==> src/hdl/slt_pkg.sv <==
`timescale 1ns / 1ps

package slt_pkg;

  localparam int VALUE_W  = 32;
  localparam int STATUS_W = 3;
  localparam int REQ_W    = 2;

  localparam logic [REQ_W-1:0] REQ_INSERT = 2'd0;
  localparam logic [REQ_W-1:0] REQ_FIND   = 2'd1;
  localparam logic [REQ_W-1:0] REQ_DELETE = 2'd2;
  localparam logic [REQ_W-1:0] REQ_LIST   = 2'd3;

  localparam logic [STATUS_W-1:0] STAT_INSERTED = 3'd0;
  localparam logic [STATUS_W-1:0] STAT_FULL     = 3'd1;
  localparam logic [STATUS_W-1:0] STAT_FOUND    = 3'd2;
  localparam logic [STATUS_W-1:0] STAT_MISSING  = 3'd3;
  localparam logic [STATUS_W-1:0] STAT_DELETED  = 3'd4;
  localparam logic [STATUS_W-1:0] STAT_LISTED   = 3'd5;
  localparam logic [STATUS_W-1:0] STAT_EMPTY    = 3'd6;

  typedef enum logic {
    ST_IDLE,
    ST_LIST
  } state_t;

  typedef enum logic [1:0] {
    OP_HOLD,
    OP_INSERT,
    OP_DELETE,
    OP_ROTATE
  } cell_op_t;

  typedef struct packed {
    cell_op_t                   op;
    logic signed [VALUE_W-1:0]  value;
    logic signed [VALUE_W-1:0]  head;
  } cell_ctrl_t;

endpackage

==> src/hdl/slt_cell.sv <==
`timescale 1ns / 1ps

module slt_cell (
  input  logic                                 clk,
  input  slt_pkg::cell_ctrl_t                  ctrl,
  input  logic                                 occ,
  input  logic                                 left_p,
  input  logic signed [slt_pkg::VALUE_W-1:0]   left_value,
  input  logic                                 right_occ,
  input  logic signed [slt_pkg::VALUE_W-1:0]   right_value,
  output logic signed [slt_pkg::VALUE_W-1:0]   value,
  output logic                                 p,
  output logic                                 eq
);

  logic signed [slt_pkg::VALUE_W-1:0] value_next;
  logic                               ge;

  // p marks cells at or after the insertion point; it is monotonic along the chain.
  always_comb begin
    p  = !occ || (value > ctrl.value);
    ge = occ && (value >= ctrl.value);
    eq = occ && (value == ctrl.value);
  end

  always_comb begin
    value_next = value;
    case (ctrl.op)
      slt_pkg::OP_INSERT: begin
        if (left_p) begin
          value_next = left_value;
        end else if (p) begin
          value_next = ctrl.value;
        end
      end
      slt_pkg::OP_DELETE: begin
        if (ge) begin
          value_next = right_value;
        end
      end
      slt_pkg::OP_ROTATE: begin
        // The last held cell wraps the head around so the table is restored after a full pass.
        if (right_occ) begin
          value_next = right_value;
        end else if (occ) begin
          value_next = ctrl.head;
        end
      end
      default: begin
        value_next = value;
      end
    endcase
  end

  always_ff @(posedge clk) begin
    value <= value_next;
  end

endmodule

==> src/hdl/sorted_list_table.sv <==
`timescale 1ns / 1ps

// Sorted table of signed 32-bit values held in a chain of CAPACITY cells, ascending from
// cell 0. Insert, find and delete take one word per cycle while the output register is free
// and no list runs: every cell compares against the request value in parallel and shifts
// toward or away from its neighbor in one step. A list request emits the entries in turn as
// the chain rotates them through the head cell, which feeds the output register. The output
// register lets a new request be taken in the same cycle a finished word leaves. Entries
// above the held count are never read, so the cells need no clearing after reset.
module sorted_list_table #(
  parameter int CAPACITY = 16
) (
  input  logic                                  clk,
  input  logic                                  rst,
  input  logic                                  in_valid,
  output logic                                  in_ready,
  input  logic [slt_pkg::REQ_W-1:0]             req_type,
  input  logic signed [slt_pkg::VALUE_W-1:0]    item_value,
  output logic                                  out_valid,
  input  logic                                  out_ready,
  output logic [slt_pkg::STATUS_W-1:0]          status,
  output logic signed [slt_pkg::VALUE_W-1:0]    entry_value,
  output logic [$clog2(CAPACITY+1)-1:0]         entry_count,
  output logic                                  last
);

  localparam int CW = $clog2(CAPACITY + 1);

  slt_pkg::state_t     state, state_next;
  slt_pkg::cell_ctrl_t ctrl;

  logic [CW-1:0] count, count_next;
  logic [CW-1:0] list_left;

  logic signed [slt_pkg::VALUE_W-1:0] cell_value [CAPACITY];
  logic [CAPACITY-1:0] occ, p, eq;

  logic accept, out_free, emit_list, full, found, list_start;

  assign accept     = in_valid && in_ready;
  assign out_free   = !out_valid || out_ready;
  assign full       = (count == CW'(CAPACITY));
  assign found      = |eq;
  assign list_start = accept && (req_type == slt_pkg::REQ_LIST) && (count != '0);

  always_comb begin
    for (int i = 0; i < CAPACITY; i++) begin
      occ[i] = (CW'(i) < count);
    end
  end

  always_comb begin
    ctrl.value = item_value;
    ctrl.head  = cell_value[0];
    ctrl.op    = slt_pkg::OP_HOLD;
    count_next = count;
    if (accept && (req_type == slt_pkg::REQ_INSERT) && !full) begin
      ctrl.op    = slt_pkg::OP_INSERT;
      count_next = count + CW'(1);
    end else if (accept && (req_type == slt_pkg::REQ_DELETE) && found) begin
      ctrl.op    = slt_pkg::OP_DELETE;
      count_next = count - CW'(1);
    end else if (emit_list) begin
      ctrl.op = slt_pkg::OP_ROTATE;
    end
  end

  for (genvar g = 0; g < CAPACITY; g++) begin : g_cell
    logic                               lp, ro;
    logic signed [slt_pkg::VALUE_W-1:0] lv, rv;
    if (g == 0) begin : g_first
      assign lp = 1'b0;
      assign lv = '0;
    end else begin : g_mid_l
      assign lp = p[g-1];
      assign lv = cell_value[g-1];
    end
    if (g == CAPACITY - 1) begin : g_last
      assign ro = 1'b0;
      assign rv = '0;
    end else begin : g_mid_r
      assign ro = occ[g+1];
      assign rv = cell_value[g+1];
    end
    slt_cell u_cell (
      .clk         (clk),
      .ctrl        (ctrl),
      .occ         (occ[g]),
      .left_p      (lp),
      .left_value  (lv),
      .right_occ   (ro),
      .right_value (rv),
      .value       (cell_value[g]),
      .p           (p[g]),
      .eq          (eq[g])
    );
  end

  always_comb begin
    state_next = state;
    case (state)
      slt_pkg::ST_IDLE: begin
        if (list_start) begin
          state_next = slt_pkg::ST_LIST;
        end
      end
      slt_pkg::ST_LIST: begin
        if (emit_list && (list_left == CW'(1))) begin
          state_next = slt_pkg::ST_IDLE;
        end
      end
      default: begin
        state_next = slt_pkg::ST_IDLE;
      end
    endcase
  end

  always_comb begin
    in_ready  = 1'b0;
    emit_list = 1'b0;
    case (state)
      slt_pkg::ST_IDLE: begin
        in_ready = out_free;
      end
      slt_pkg::ST_LIST: begin
        emit_list = out_free;
      end
      default: begin
        in_ready  = 1'b0;
        emit_list = 1'b0;
      end
    endcase
  end

  always_ff @(posedge clk) begin
    if (rst) begin
      state     <= slt_pkg::ST_IDLE;
      count     <= '0;
      list_left <= '0;
      out_valid <= 1'b0;
    end else begin
      state <= state_next;
      count <= count_next;
      if (list_start) begin
        list_left <= count;
      end else if (emit_list) begin
        list_left <= list_left - CW'(1);
      end
      if ((accept && !list_start) || emit_list) begin
        out_valid <= 1'b1;
      end else if (out_ready) begin
        out_valid <= 1'b0;
      end
    end
  end

  always_ff @(posedge clk) begin
    if (emit_list) begin
      status      <= slt_pkg::STAT_LISTED;
      entry_value <= cell_value[0];
      entry_count <= count;
      last        <= (list_left == CW'(1));
    end else if (accept && !list_start) begin
      entry_value <= item_value;
      entry_count <= count_next;
      last        <= 1'b1;
      case (req_type)
        slt_pkg::REQ_INSERT: status <= full ? slt_pkg::STAT_FULL : slt_pkg::STAT_INSERTED;
        slt_pkg::REQ_FIND:   status <= found ? slt_pkg::STAT_FOUND : slt_pkg::STAT_MISSING;
        slt_pkg::REQ_DELETE: status <= found ? slt_pkg::STAT_DELETED : slt_pkg::STAT_MISSING;
        default: begin
          status      <= slt_pkg::STAT_EMPTY;
          entry_value <= '0;
        end
      endcase
    end
  end

  a_count_bound: assert property (@(posedge clk) disable iff (rst)
    count <= CW'(CAPACITY))
    else $error("held count exceeds capacity");

  a_no_accept_in_list: assert property (@(posedge clk) disable iff (rst)
    (state == slt_pkg::ST_LIST) |-> !in_ready)
    else $error("request taken while listing");

  a_insert_grows: assert property (@(posedge clk) disable iff (rst)
    (accept && (req_type == slt_pkg::REQ_INSERT) && !full) |=> (count == $past(count) + CW'(1)))
    else $error("insert did not grow the table");

  a_list_restores: assert property (@(posedge clk) disable iff (rst)
    (emit_list && (list_left == CW'(1))) |=> (state == slt_pkg::ST_IDLE && count == $past(count)))
    else $error("list pass did not end cleanly");

endmodule

==> config.mk <==
export PLATFORM = sky130hd
export DESIGN_NAME = sorted_list_table
export DESIGN_NICKNAME = d
export VERILOG_FILES = /design/src/hdl/slt_pkg.sv /design/src/hdl/slt_cell.sv /design/src/hdl/sorted_list_table.sv
export SDC_FILE = /design/constraint.sdc
export NUM_CORES = 2
export LEC_CHECK = 0
export BUFFER_PORTS_ARGS = -buffer_cell sky130_fd_sc_hd__buf_2
export CAP_MARGIN = 20
export CELL_PAD_IN_SITES_DETAIL_PLACEMENT = 0
export CELL_PAD_IN_SITES_GLOBAL_PLACEMENT = 1
export CORE_ASPECT_RATIO = 0.7
export CORE_MARGIN = 3
export CORE_UTILIZATION = 55
export CTS_CLUSTER_SIZE = 12
export DETAILED_ROUTE_END_ITERATION = 7
export HOLD_SLACK_MARGIN = 0.1
export PLACE_DENSITY_LB_ADDON = 0.1
export SETUP_SLACK_MARGIN = 0.15
export SLEW_MARGIN = 5
export SYNTH_ARGS = -nofsm -noshare
export SYNTH_HDL_FRONTEND = slang
export SYNTH_SLANG_ARGS = --single-unit
==> constraint.sdc <==
create_clock -name clk -period 19.7 [get_ports clk]
set_clock_uncertainty 0.15 [all_clocks]
set_input_delay 2.955 -clock clk [delete_from_list [all_inputs] [get_ports clk]]
set_output_delay 2.955 -clock clk [all_outputs]
set_load 0.02 [all_outputs]
Yosys cells after proc, flatten, opt, wreduce, memory -nomap -nowiden
Index checks and enable logic that the tools add are counted.
W data, S select, Z words.
{ "op_classes": {"bitwise": 1, "n_eq_ne": 72, "add_sub_neg": 3, "n_mux": 118, "div": 0, "reduce_logical": 102, "shift": 0, "n_lt_le_gt_ge": 48, "n_mul": 0} }
{ "ops": {"columns": ["operator", "count"], "rows": [
  ["$mux W32", 80],
  ["$pmux W32 S3", 16],
  ["$eq A32 B32 Y1", 16],
  ["$ge A32 B32 Y1", 16],
  ["$gt A32 B32 Y1", 16],
  ["$ne A3 B1 Y1 const B", 27],
  ["$reduce_and A4 Y1", 16],
  ["$logic_and A1 B1 Y1", 41],
  ["$lt A4 B5 Y1 const A", 8],
  ["$ne A2 B1 Y1 const B", 19],
  ["$mux W5", 6],
  ["$lt A3 B5 Y1 const A", 4],
  ["$logic_not A1 Y1", 19],
  ["$logic_or A1 B1 Y1", 18],
  ["$reduce_or A16 Y1", 1],
  ["$lt A1 B5 Y1 const A", 2],
  ["$lt A2 B5 Y1 const A", 2],
  ["$mux W1", 10],
  ["$sub A5 B1 Y5 const B", 2],
  ["$pmux W3 S3", 1],
  ["$eq A2 B2 Y1 const B", 4],
  ["$mux W2", 3],
  ["$ne A3 B2 Y1 const B", 2],
  ["$reduce_bool A2 Y1", 3],
  ["11 further kinds", 12]
]} }
{ "word_totals": {"mem_bits_ro": 0, "mem_bits_rw": 0, "register_bits": 565, "word_cells": 368, "latch_bits": 0, "in_bits": 38, "n_memories": 0} }

Depth between registers and ports, before layout
{ "depth": {"depth_word": 11, "ltp_mapped": 14, "mapped_depth_nobuf": 10} }

By module
A second synthesis with hierarchy kept.
{ "hier_totals": {"cells_unflattened": 5295, "hier_area_um2": 47775.8} }
{ "by_module_without_submodules": {"columns": ["module", "area_per_inst_um2", "n_inst", "seq_area_each_um2", "cells_per_inst"], "rows": [
  ["slt_cell (g_cell[0].u_cell ...)", 2812.7, 15, 960.9, 312],
  ["sorted_list_table", 2839.0, 1, 1441.4, 313],
  ["slt_cell (g_cell[9].u_cell)", 2746.4, 1, 960.9, 302]
]} }

Worst setup path after synthesis
No wires, ideal clock.
{ "synth_path": {"path_type": "input-to-reg", "from": "input port item_value[31] in the netlist's numbering", "to": "register g_cell[1].u_cell.value[0] in the netlist's numbering (enable)", "required_time_ns": 19.048, "t_arrival_ns": 8.822, "path_stages": 14, "path_buffers": 4, "slack_ns": 10.226, "cell_sequence": "clkbuf_1 inv_1 ha_1 nand4_1 nor4_2 nand3_1 o2111ai_1 nor4_4 o21ai_2 buf_4 buf_6 buf_6 nor2_1 nor4_1"} }
{ "synth_between": {"elab_chain_cells": 9, "elab_cells_between_ends": 50} }
{ "synth_rtl": {"columns": ["item", "line", "source"], "rows": [
  ["start, declared", "sorted_list_table.sv:18", "input logic signed [slt_pkg::VALUE_W-1:0] item_value,"],
  ["$eq A32 B32 Y1", "slt_cell.sv:23", "eq = occ && (value == ctrl.value);"],
  ["$logic_and A1 B1 Y1", "slt_cell.sv:23", null],
  ["$reduce_or A16 Y1", "sorted_list_table.sv:43", "assign found = |eq;"],
  ["$logic_and A1 B1 Y1", "sorted_list_table.sv:60", "end else if (accept && (req_type == slt_pkg::REQ_DELETE) && found) begin"],
  ["$mux W2", "sorted_list_table.sv:60", null],
  ["$mux W2", "sorted_list_table.sv:57", "if (accept && (req_type == slt_pkg::REQ_INSERT) && !full) begin"],
  ["$eq A2 B2 Y1 or $eq A2 B1 Y1 (tied branches)", "slt_cell.sv:28", "case (ctrl.op)"],
  ["$ne A3 B1 Y1 (no line) (tied with other cells)", null, null],
  ["$reduce_and A4 Y1 (no line) *", null, null],
  ["end signal, assigned", "slt_cell.sv:56", "value <= value_next;"],
  ["end, declared", "slt_cell.sv:11", "output logic signed [slt_pkg::VALUE_W-1:0] value,"]
]} }
Mark *: on every way between the ends. The rest lies on a longest branch, timed or not.
A chain may end at the register's enable or synchronous reset.

Worst setup path in the final report
{ "layout_path": {"from": "input port item_value[20] in the netlist's numbering", "to": "register g_cell[14].u_cell.value[26] in the netlist's numbering, data pin"} }
{ "layout_between": {"elab_chain_cells": 8, "elab_cells_between_ends": 43} }
{ "layout_rtl": {"columns": ["item", "line", "source"], "rows": [
  ["$eq A32 B32 Y1", "slt_cell.sv:23", null],
  ["$logic_and A1 B1 Y1", "slt_cell.sv:23", null],
  ["$reduce_or A16 Y1", "sorted_list_table.sv:43", null],
  ["$logic_and A1 B1 Y1", "sorted_list_table.sv:60", null],
  ["$mux W2", "sorted_list_table.sv:60", null],
  ["$mux W2", "sorted_list_table.sv:57", null],
  ["$eq A2 B2 Y1 or $eq A2 B1 Y1 (tied branches)", "slt_cell.sv:28", null],
  ["$pmux W32 S3 *", "slt_cell.sv:28", null],
  ["net g_cell[14].u_cell.value_next, one bit", "slt_cell.sv:16", "logic signed [slt_pkg::VALUE_W-1:0] value_next;"],
  ["end signal, assigned", "slt_cell.sv:56", null],
  ["end, declared", "slt_cell.sv:11", null]
]} }
Mark *: on every way through the listed nets, which the timed path passes. The rest lies on a longest branch.

==> run summary <==
Max-slew headroom = 0.162
Hold Path Sink = status[2]
Leakage = 18.7 nW
FF-to-FF path depth = 11
H-tree depth = 2
EDFF count, synth = 550
Synth Register Bits = 565
DRC viols = 22
Largest area contributor in the netlist = edfxtp_1
TritonCTS Buffers = 59
Final worst setup slack = 10.22 ns
Placer Congestion = 1.03
Pre-CTS setup slack = 9.77 ns
Post-synth top flop = edfxtp_1
All-Layer GR Usage = 0.453
Critical path startpoint category = input pin
Placed Instance Area = 46400 um2
Layout Nets = 4995
Endpoints failing setup = 0
Worst skew pair latency = 0.68 ns
Maximum clock insertion buffer count = 3
CTS tree = built
R2R Setup Slk = 13.03 ns
Die X = 346 um
Critical path arrival = 9.69 ns
Grt total ovfl = 0
Failing checks = design-rule violations
Clock transition at path regs = 0.06 ns
Cell Pwr Density = 61.3 nW/um2
Crit-path leading delay family = buffers and inverters
Setup TNS = 0 ns
Crit-path slowest cell = buf_4
Status = finished, violations left
Slew of the pin with the lowest slew margin = 1.25 ns
WP buf/inv = 6
Routed len/inst = 35.6 um
Rows = 86
Final Slew Violations = 0
Yosys cell types = 89
DRT iter0 DRCs = 7453
Crit path required time = 19.91 ns
Hold buffer count at cts = 0
Initial Util = 0.561
Crit-path cells = buf_2, inv_1, ha_1, nand4_1, nor4_1, nand3_1, o2111ai_1, nor4_4, buf_4, o21ai_4, buf_4, buf_4, buf_4, o221ai_1
Peak supply drop = 67.7 uV
First-pass DRT Iterations = 8
CP max FO = 89
DP Wirelength = 138000 um
Filler cell count = 6757
Post-DRT Antenna Nets = 0
Register area = 16800 um2
Largest net degree at the start of global routing = 224
Post-Syn Nets = 5096
Post-CTS Resized = 0
Port bufs = 80
Critical path endpoint category = flip-flop
Final Critical Period = 9.48 ns
Tcrit/Tclk final = 0.481
Worst path max stage delay = 0.87 ns
Sequential element share of the synthesized area = 0.377
Synth Instances = 4540
Post-Syn Area = 44600 um2
Die area = 84600 um2
Routed WL = 197000 um
Max cap viols = 0
Core area = 79500 um2
RSZ-0062 raised after global routing = no
Area Overhead vs Synth = 8.16%
Total number of vias = 42318
Area of the multi-input gates = 26400 um2
Yosys warning count = 0
DIE HEIGHT = 244 um
Mapped Avg Cell Area = 9.83 um2
FF-to-FF End = g_cell[14].u_cell.value[26]
Fmax achieved = 105 MHz
Critical path type = in2reg
Async SR Flop Fraction = 0
Clk root buf = clkbuf_16
Min-delay src = status[2]
Final hold violations = 0
First-pass GRT wire length = 283000 um
Vias in the first global route = 39505
R2R Path Start = count[4]
Ports = 81
Vias per cell = 7.63
Initial antenna violation count = 6
Share of cells above drive strength 1 = 0.0918
Post-CTS Setup Bufs = 0
Hold path depth = 1
Post-synth top area share = 0.370
Most frequent CP cell = buf_4
Top cells by area, synth = edfxtp_1 37%, ha_1 15%, mux2i_1 8.0%
Design area = 48300 um2
Clk sinks = 565
Worst hold path class = reg2reg
==> flip-flops by register name, summed over array words and instances (netlist names) <==
register             cells
g_cell.u_cell.value    512
entry_value             32
count                    5
entry_count              5
list_left                5
status                   3
last                     1
out_valid                1
state                    1
==> area by class of cell <==
cell class / count / area share
Multi-Input combinational cell: 3515 / 0.547
Sequential cell: 565 / 0.348
Clock buffer: 89 / 0.0348
Timing Repair Buffer: 228 / 0.0333
Tap cell: 1056 / 0.0274
Inverter: 70 / 0.00544
Clock inverter: 19 / 0.00303
Antenna cell: 1 / 0.0000518
==> where the power goes <==
| group | switching, W | internal [W] |
|---|---|---|
| Combinational | 0.000293 | 0.000132 |
| Clock | 0.000530 | 0.000612 |
| Sequential | 0.0000377 | 0.00135 |
| Total | 0.000861 | 0.00210 |
==> how the worst max path moves through the flow <==
| stage | slack, ns | startpoint | to | cells past startpoint |
|---|---|---|---|---|
| 3_3_place_gp | 9.90 | item_value[20] | g_cell[14].u_cell.value[26] | 14 |
| 5_1_grt | 9.95 | item_value[20] | g_cell[13].u_cell.value[27] | 14 |
| 4_1_cts | 10.46 | item_value[20] | g_cell[14].u_cell.value[26] | 14 |
| 6_report | 10.22 | item_value[20] | g_cell[14].u_cell.value[26] | 14 |
| 2_1_floorplan | 10.23 | item_value[31] | g_cell[1].u_cell.value[0] | 14 |
| 3_5_place_dp | 9.77 | item_value[20] | g_cell[15].u_cell.value[27] | 14 |
==> cells in the mapped netlist (35+ instances only) <==
cell,n
nand3_1,135
a21oi_1,241
edfxtp_1,550
clkbuf_1,317
nor2_1,157
inv_1,70
a22oi_1,385
o21ai_1,51
a21o_1,89
and3_1,46
o221ai_1,35
mux2i_1,356
o21ai_0,451
buf_2,57
nor3_1,61
ha_1,518
nand4_1,161
a211oi_1,114
nand2_1,283
and4_1,38
==> stage by stage <==
step	instances	hold slack (ns)	utilization	power (W)
final	5543	0.342	0.607	0.00296
after floorplan	4540	0.332	-	0.00165
after global placement	5427	0.328	0.582	0.00181
after CTS	5541	0.345	0.607	0.00293
after global routing	5542	0.366	0.607	0.00303
after detailed placement	5433	0.334	0.584	0.00182
==> logic make-up (layout without fill, tap and decap cells) <==
kind of cell / Yosys count / after routing / synth area share
buffers and inverters: 460 / 406 / 0.0419
muxes: 358 / 358 / 0.0804
xor gates and xnor gates: 9 / 9 / 0.00177
adders and majority gates: 519 / 519 / 0.145
AOI/OAI and AO/OA: 1630 / 1630 / 0.240
DFF: 565 / 565 / 0.377
and+or+nand+nor: 999 / 999 / 0.114
other: 0 / 1 / 0
==> worst register-to-register path: cells and delay by family (launching register included) <==
family	cells	cell delay [ns]
flops	1	0.87
simple gates	3	0.98
buf+inv	5	3.32
compound gates	3	1.03
==> metal layers <==
layer,vias up,track usage,share of wire
met2,3549,0.607,0.39
met1,20402,0.644,0.40
met3,500,0.207,0.18
met4,0,0.140,0.036
met5,-,0,0
li1,17867,-,-
==> placed cells by master, fill, tap and decap left out, drive strengths merged, types with 11 or more instances in the layout <==
| cell type | Yosys | final |
|---|---|---|
| edfxtp | 550 | 550 |
| ha | 518 | 518 |
| o21ai | 503 | 503 |
| a22oi | 385 | 385 |
| mux2i | 356 | 356 |
| nand2 | 284 | 284 |
| a21oi | 243 | 243 |
| buf | 73 | 228 |
| nand4 | 161 | 161 |
| nor2 | 160 | 160 |
| nand3 | 135 | 135 |
| a211oi | 119 | 119 |
| a21o | 89 | 89 |
| clkbuf | 317 | 89 |
| inv | 70 | 70 |
| nor3 | 62 | 62 |
| and3 | 46 | 46 |
| and4 | 38 | 38 |
| nor4 | 37 | 37 |
| o2111ai | 35 | 35 |
| o221ai | 35 | 35 |
| a22o | 34 | 34 |
| a221o | 33 | 33 |
| nor2b | 31 | 31 |
| o211ai | 24 | 24 |
| o21a | 19 | 19 |
| o22ai | 16 | 16 |
| dfxtp | 15 | 15 |
| a31oi | 15 | 15 |
| clkinv | 0 | 15 |
| nand2b | 11 | 11 |
No activity file was read; power rests on OpenSTA's default activity.
